**src/sv/ffra_pkg.sv**
```systemverilog
// Shared constants, codes and types of the first-fit region allocator.
`default_nettype none
package ffra_pkg;
  localparam int HOLE_ENTRIES_DEF   = 64;
  localparam int UNIT_ADDR_BITS_DEF = 24;

  localparam int              CAP_W     = 25;
  localparam logic [CAP_W-1:0] CAP_RESET = 25'd1048576;
  localparam int              PADDR_W   = 3;
  localparam logic [PADDR_W-1:0] CAP_ADDR = 3'd0;

  localparam int             STAT_W      = 2;
  localparam logic [STAT_W-1:0] STAT_OK       = 2'd0;
  localparam logic [STAT_W-1:0] STAT_FULL     = 2'd1;
  localparam logic [STAT_W-1:0] STAT_OVERFLOW = 2'd2;

  localparam int           OP_W          = 3;
  localparam logic [OP_W-1:0] OP_HOLD       = 3'd0;
  localparam logic [OP_W-1:0] OP_TRIM       = 3'd1;
  localparam logic [OP_W-1:0] OP_DROP       = 3'd2;
  localparam logic [OP_W-1:0] OP_INSERT     = 3'd3;
  localparam logic [OP_W-1:0] OP_MERGE_PREV = 3'd4;
  localparam logic [OP_W-1:0] OP_MERGE_BOTH = 3'd5;
  localparam logic [OP_W-1:0] OP_MERGE_NEXT = 3'd6;

  typedef struct packed {
    logic fit;
    logic exact;
    logic lt;
    logic touch_after;
    logic touch_before;
  } cell_flags_t;

  typedef struct packed {
    logic            cmp_en;
    logic [OP_W-1:0] op;
  } cell_cmd_t;
endpackage
`default_nettype wire

```
**src/sv/ffra_cell.sv**
```systemverilog
// One hole slot of the sorted hole chain: compare flags and neighbor shifts.
`default_nettype none
module ffra_cell import ffra_pkg::*; #(
  parameter int UNIT_ADDR_BITS = UNIT_ADDR_BITS_DEF,
  parameter int POS_W          = 7,
  parameter int IDX            = 0
) (
  input  wire logic                      clk_i,
  input  wire logic                      rst_ni,
  input  wire cell_cmd_t                 cmd_i,
  input  wire logic [POS_W-1:0]          target_i,
  input  wire logic [UNIT_ADDR_BITS-1:0] req_start_i,
  input  wire logic [UNIT_ADDR_BITS:0]   req_len_i,
  input  wire logic [UNIT_ADDR_BITS-1:0] left_start_i,
  input  wire logic [UNIT_ADDR_BITS:0]   left_len_i,
  input  wire logic                      left_valid_i,
  input  wire logic [UNIT_ADDR_BITS-1:0] right_start_i,
  input  wire logic [UNIT_ADDR_BITS:0]   right_len_i,
  input  wire logic                      right_valid_i,
  output logic [UNIT_ADDR_BITS-1:0]      start_o,
  output logic [UNIT_ADDR_BITS:0]        len_o,
  output logic                           valid_o,
  output cell_flags_t                    flags_o
);
  localparam int LW = UNIT_ADDR_BITS + 1;
  localparam int XW = UNIT_ADDR_BITS + 3;

  logic [UNIT_ADDR_BITS-1:0] start_q, start_d;
  logic [LW-1:0]             len_q, len_d;
  logic                      valid_q, valid_d;
  cell_flags_t               flags_q, flags_d;

  logic [XW-1:0] end_x, req_end_x, sum_one, sum_both;
  logic [LW-1:0] sat_one, sat_both, sat_next;
  logic          here, above;

  assign end_x     = XW'(start_q) + XW'(len_q);
  assign req_end_x = XW'(req_start_i) + XW'(req_len_i);
  assign sum_one   = XW'(len_q) + XW'(req_len_i);
  assign sum_both  = sum_one + XW'(right_len_i);
  // saturate merged lengths at the length field maximum
  assign sat_one   = (|sum_one[XW-1:LW])  ? '1 : sum_one[LW-1:0];
  assign sat_both  = (|sum_both[XW-1:LW]) ? '1 : sum_both[LW-1:0];
  assign sat_next  = sat_one;
  assign here      = (target_i == POS_W'(IDX));
  assign above     = (target_i <  POS_W'(IDX));

  always_comb begin
    flags_d.fit          = valid_q && (len_q >= req_len_i);
    flags_d.exact        = valid_q && (len_q == req_len_i);
    flags_d.lt           = valid_q && (start_q < req_start_i);
    flags_d.touch_after  = valid_q && (end_x == XW'(req_start_i));
    flags_d.touch_before = valid_q && (req_end_x == XW'(start_q));
  end

  always_comb begin
    start_d = start_q;
    len_d   = len_q;
    valid_d = valid_q;
    case (cmd_i.op)
      OP_TRIM: begin
        if (here) begin
          start_d = start_q + req_len_i[UNIT_ADDR_BITS-1:0];
          len_d   = len_q - req_len_i;
        end
      end
      OP_DROP: begin
        if (here || above) begin
          start_d = right_start_i;
          len_d   = right_len_i;
          valid_d = right_valid_i;
        end
      end
      OP_INSERT: begin
        if (here) begin
          start_d = req_start_i;
          len_d   = req_len_i;
          valid_d = 1'b1;
        end else if (above) begin
          start_d = left_start_i;
          len_d   = left_len_i;
          valid_d = left_valid_i;
        end
      end
      OP_MERGE_PREV: begin
        if (here) len_d = sat_one;
      end
      OP_MERGE_BOTH: begin
        if (here) begin
          len_d = sat_both;
        end else if (above) begin
          start_d = right_start_i;
          len_d   = right_len_i;
          valid_d = right_valid_i;
        end
      end
      OP_MERGE_NEXT: begin
        if (here) begin
          start_d = req_start_i;
          len_d   = sat_next;
        end
      end
      default: begin
        start_d = start_q;
      end
    endcase
  end

  always_ff @(posedge clk_i or negedge rst_ni) begin
    if (!rst_ni) begin
      valid_q <= 1'b0;
      flags_q <= '0;
    end else begin
      valid_q <= valid_d;
      if (cmd_i.cmp_en) flags_q <= flags_d;
    end
  end

  always_ff @(posedge clk_i) begin
    start_q <= start_d;
    len_q   <= len_d;
  end

  assign start_o = start_q;
  assign len_o   = len_q;
  assign valid_o = valid_q;
  assign flags_o = flags_q;
endmodule
`default_nettype wire

```
**config.mk**
```make
export PLATFORM = sky130hd
export DESIGN_NAME = ffra_cell
export DESIGN_NICKNAME = d
export VERILOG_FILES = /design/src/sv/ffra_pkg.sv /design/src/sv/ffra_cell.sv
export SDC_FILE = /design/constraint.sdc
export NUM_CORES = 1
export LEC_CHECK = 0
export ABC_AREA = 0
export BUFFER_PORTS_ARGS = -buffer_cell sky130_fd_sc_hd__buf_2
export CAP_MARGIN = 20
export CORE_MARGIN = 2
export CORE_UTILIZATION = 30
export DETAILED_ROUTE_END_ITERATION = 10
export GPL_ROUTABILITY_DRIVEN = 0
export SKIP_LAST_GASP = 1
export SLEW_MARGIN = 30
export SYNTH_ARGS = -nofsm -noshare
export SYNTH_HDL_FRONTEND = slang
export SYNTH_SLANG_ARGS = --single-unit
export TNS_END_PERCENT = 50
```
**constraint.sdc**
```tcl
create_clock -name clk_i -period 5.8 [get_ports clk_i]
set_clock_uncertainty 0.1 [all_clocks]
set_input_delay 0 -clock clk_i [delete_from_list [all_inputs] [get_ports clk_i]]
set_output_delay 0 -clock clk_i [all_outputs]
set_load 0.005 [all_outputs]
```
# After elaboration in Yosys (flattened, before gate mapping)
# Cells that the tools add are included.
# classes
n_addsub,6
multipliers,0
div,0
order_cmp,3
eq_ne,17
n_shift,0
n_mux,24
bitwise_logic,0
reduce_logical,16
# ops
cell,count
two-way mux 25 bit,9
two-way mux 24 bit,7
one-hot mux 25 bit (5 select lines),1
one-hot mux 24 bit (5 select lines),1
adder 24 x 25 -> 26 bit,2
equality test 26 x 24 -> 1 bit,2
adder 26 x 25 -> 27 bit,1
adder 25 x 25 -> 26 bit,1
equality test 25 bit,1
>= comparator 25 bit,1
subtractor 25 bit,1
adder 24 bit,1
< comparator 24 bit,1
"!= test 2 bit, second input constant",5
nonzero test 5 bit,2
"equality test 3 bit, second input constant",3
logical NOT 7 bit,1
"< comparator 7 x 1 -> 1 bit, second input constant",1
AND reduction 7 bit,1
"equality test 3 x 2 -> 1 bit, second input constant",2
"!= test 3 bit, second input constant",2
AND reduction 6 bit,1
OR reduction 2 bit,3
logical AND 1 bit,5
7 further kinds,11
# word_totals
regBits,55
latch_bits,0
mem_bits_rw,0
rom_bits,0
in_bits,162
out_inout_bits,55
word_cells,74
memories,0

# Longest topological paths before layout
# depth
word_depth,6
mapped_depth,22
mapped_depth_nobuf,20

# Least setup slack after synthesis
# Ideal clock, no wire load.
# synth_timing
path_type,reg-to-reg
from,reg len_q[0] (netlist: len_o[0])
to,reg len_q[19] (netlist: len_o[19]) (data pin)
setup_ps,275
t_arrival_ps,4850
required_ps,5425
slack_ps,575
stages_incl_launch_ff,21
path_buffers,1
period_less_slack_ps,5225
path_cell_list,edfxtp_1 > ha_1 > inv_1 > fa_1 > o21ba_2 > or4_1 > a31oi_1 > o21ai_0 > mux2i_1 > a2111oi_0 > ha_1 > nor3_1 > nor3b_1 > a31o_2 > a21oi_1 > o21ai_0 > a41oi_1 > nand4b_1 > clkbuf_1 > a21oi_1 > o221ai_1
# synth_between
elab_chain_len,6
word_cells_on_any_way,11
classes_between,3 x add/sub; 6 x mux; 2 x reduce/logical
# synth_lines
item,line,text
start: declaration,ffra_cell.sv:29,"logic [LW-1:0] len_q, len_d;"
start signal: assignment,ffra_cell.sv:121,len_q <= len_d;
adder 25 x 25 -> 26 bit,ffra_cell.sv:39,assign sum_one = XW'(len_q) + XW'(req_len_i);
adder 26 x 25 -> 27 bit,ffra_cell.sv:40,assign sum_both = sum_one + XW'(right_len_i);
OR reduction 2 bit,ffra_cell.sv:43,assign sat_both = (|sum_both[XW-1:LW]) ? '1 : sum_both[LW-1:0];
two-way mux 25 bit,ffra_cell.sv:43,
two-way mux 25 bit,ffra_cell.sv:89,if (here) begin
one-hot mux 25 bit (5 select lines) *,ffra_cell.sv:60,case (cmd_i.op)
via len_d[19],ffra_cell.sv:29,
# Mark *: on every way through the listed nets, which the timed path passes. The rest lies on a longest branch. The select of a mux whose other input is x is not followed.
# A chain may end at the register's enable or synchronous reset.

# Worst setup path after layout
# layout_timing
from,reg len_q[0] (netlist: len_o[0])
to,reg len_q[22] (netlist: len_o[22]) (data pin)
# Same word-level chain as after synthesis.

==> summary.md <==
| Metric | Value |
|---|---|
| Average size of a mapped cell | 7.483 sq um |
| Count of vias placed by the detailed router | 14,573 |
| Number of distinct standard cells referenced by the synthesized netlist | 79 |
| Status | finished, final reports clean |
| Hold Crit Class | in -> reg |
| Number of buffers created by CTS | 5 |
| Initial Utilization | 30.44% |
| Global routing met2 resource utilization | 38.42% |
| Fraction of layout instances using a drive strength above 1 | 12.98% |
| Maximum number of buffers from clock root to sink | 2 |
| Final Hold Slack | about 0.009 ns |
| Crit-path max cell delay | 0.46 ns |
| Buffer cell driving the clock tree root | clkbuf_16 |
| Final slew viol count | 0 |
| Leading post-synthesis cells by cell area | ha_1, edfxtp_1, a21oi_1, xnor2_1, o21ai_0 |
| Fraction of the cycle the final worst path needs | between 90% and 100% |
| Total negative setup slack | 0 ns |
| Initial antenna violation count | 2 |
| Cell area after synthesis | 12,800 sq um |
| Most frequently used flop master after synthesis | edfxtp_1 |
| Detailed-router iteration count before antenna repair | 6 |
| Family with the most delay on the worst path | compound AO/OA/AOI/OAI gates |
| Warnings, synthesis | 0 |
| Vias per std cell | 6.118 |
| Global routing usage on met1 | 31.07% |
| I/O pin count | 217 |
| Die height | 210.5 um |
| Die Footprint | roughly 44,000 sq um |
| Port-buffer cells | 166 |
| Number of max-capacitance violations reported | 0 |
| GRT busiest layer | met2 |
| Design Power | approximately 1.9 mW |
| Master of the slowest instance on the critical path | or4_1 |
| Number of H-tree branching levels | 2 |
| Startpoint class of the critical path | flip-flop |
| Estimated wirelength of the detail-placed design | 43.49 mm |
| Synth Register Bits | 55 |
| Fin worst setup slack | 0.3019 ns |
| Fraction of met3 tracks used by global routing | ~3% |
| Per-cell routed wire length | 22.71 um |
| Final worst path period need | approximately 5.5 ns |
| Antenna viol nets, final | 0 |
| Worst-case setup slack after placement | roughly 0.14 ns |
| Power per standard cell area | 131.9 nW/um^2 |
| DRC errors left | 0 |
| Finish-stage setup viols | 0 |
| GR Util All Layers | 23.52% |
| Leftover overflow at the end of global routing | 0 |
| Maximum number of pins on one net before global-route repair | 39 |
| Post-synth top area cell | ha_1 |
| Worst relative slew slack | 40.58% |
| Layout area overhead | 13.09% |
| Die extent in x | 210.5 um |
| Final net count | 2,178 |
| Clock input transition at the sequential cells of the worst setup and hold paths | about 0.09 ns |
| Core footprint | 42,040 sq um |
| Cell-by-cell listing of the critical path | ha_1 -> inv_1 -> fa_1 -> o21ba_2 -> or4_1 -> a31oi_2 -> o21ai_0 -> mux2i_1 -> a2111oi_2 -> buf_4 -> ha_1 -> nor3_2 -> nor3b_1 -> a31o_2 -> a21oi_1 -> o21ai_0 -> a41oi_1 -> nand4b_1 -> buf_4 -> a21o_1 -> a211o_1 |
| Worst skew pair latency | 0.32 ns |
| Critical-path maximum fanout | 17 |
| Detailed router's first-iteration violation count | 1,622 |
| Static Leakage | about 6.2 nW |
| Worst setup EP type | flip-flop |
| Max frequency | 0.1819 GHz |
| Vias in the first global route | 13,639 |
| Standard-cell row count | between 70 and 80 |
| Count of mapped cells out of synthesis | 1,710 |
| Worst vdd rail ir drop | 0.1063 mV |
| Most common cell after layout, fill and taps aside | ha_1 |
| Number of buffers and inverters on the critical path | 3 |
| Req. time, crit path | 5.78 ns |
| Sequential-to-total area share from yosys stat | 12.67% |
| First-pass GRT wire length | 80.25 mm |
| Commonest cells after routing, fill and taps aside | ha_1, buf_2, nor2_1 |
| Final WL | 54.11 mm |
| Data arrival time of the worst path | around 5.5 ns |
| Nets in the synthesized netlist | 2,047 |
| Clk sink count | between 50 and 60 |
| Worst Max-Slew Pin Slew | 0.8880 ns |
| EDFF count, synth | 49 |
| CTS tree | done |
| Unrepaired setup endpoints after global routing | true |
| Synth top area share | 16.52% |
| Fraction of synthesis flops using an asynchronous set or reset pin | 10.91% |
| Hold Fails Final Rpt | 0 |
| Critical path type | reg -> reg |
[cells in the mapped netlist, types with 43 or more instances]
| library cell | number |
|---|---|
| xnor2_1 | 77 |
| nor3_1 | 49 |
| inv_1 | 98 |
| nand2_1 | 94 |
| xor2_1 | 51 |
| o21ai_0 | 111 |
| edfxtp_1 | 49 |
| a21oi_1 | 142 |
| a211oi_1 | 43 |
| clkbuf_1 | 61 |
| nor2_1 | 148 |
| ha_1 | 169 |
| a21o_1 | 55 |
[sequential cells by signal (all words and copies together), names as in the netlist]
| register | flops |
|---|---|
| len_o | 25 |
| valid_o | 1 |
| flags_o | 5 |
| start_o | 24 |
[worst register-to-register path: cells and delay by family, from the launching register on]
family          cells  cell delay [ns]
compound gates     10             2.40
fa+ha+maj           3             0.84
buf+inv             3             0.46
flops               1             0.37
mux                 1             0.16
simple gates        4             0.93
[final cells by class]
class,count,area (sq um)
clock inverters,3,38.79
fillers,4439,27570
multi-input cells,1481,10540
repair buffers,200,1101
flip-flops and latches,55,1622
clock buffers,5,125.1
diodes,1,2.502
inverters,98,367.9
well taps,539,674.4
[per-stage QoR]
step	instances	cell area, sq um	util [%]
CTS	2381	14450	34.36
detailed placement	2368	14230	33.85
global route	2381	14470	34.42
finish	2382	14470	34.42
global placement	2368	14230	33.85
floorplan	1710	12800	-
[worst paths after layout]
| check | from | end | slack, ns | cells past startpoint |
|---|---|---|---|---|
| max | len_o[0] | len_o[22] | 0.30 | 21 |
| min | right_start_i[0] | start_o[0] | 0.009 | 5 |
| max reg2reg | len_o[0] | len_o[22] | 0.30 | 21 |
| min reg2reg | flags_o[0] | flags_o[0] | 0.43 | 2 |
| max in group asynchronous | rst_ni | flags_o[4] | 4.86 | 3 |
| min in group asynchronous | rst_ni | flags_o[0] | 0.50 | 3 |
[per-layer routing]
metal,vias up,part of all wire [%]
met2,823,44
li1,6763,-
met4,2,4.7
met3,129,8.7
met5,-,0.024
met1,6856,42
[power breakdown]
| part | total [mW] | switching, mW | internal (mW) |
|---|---|---|---|
| registers | 0.447 | 0.00313 | 0.444 |
| clock network | 0.385 | 0.182 | 0.203 |
| logic | 1.08 | 0.652 | 0.424 |
[logic make-up after synthesis]
logic type / synth area share, %
adder cells (fa/ha/maj): 17.46
buffers and inverters: 5.221
AND/OR/NAND/NOR: 20.68
AO/OA/AOI/OAI: 32.24
flip-flops: 12.67
multiplexers: 2.963
XOR/XNOR: 8.761
[timing repair]
item / 4_1_cts / 5_1_grt
endpoints found under the setup margin: 0 / 24
endpoints found under the hold margin: 13 / 0
hold buffers: 5 / 0
gates resized for setup: 0 / 6
setup buffers: 0 / 0
No activity file was read; power rests on OpenSTA's default activity.
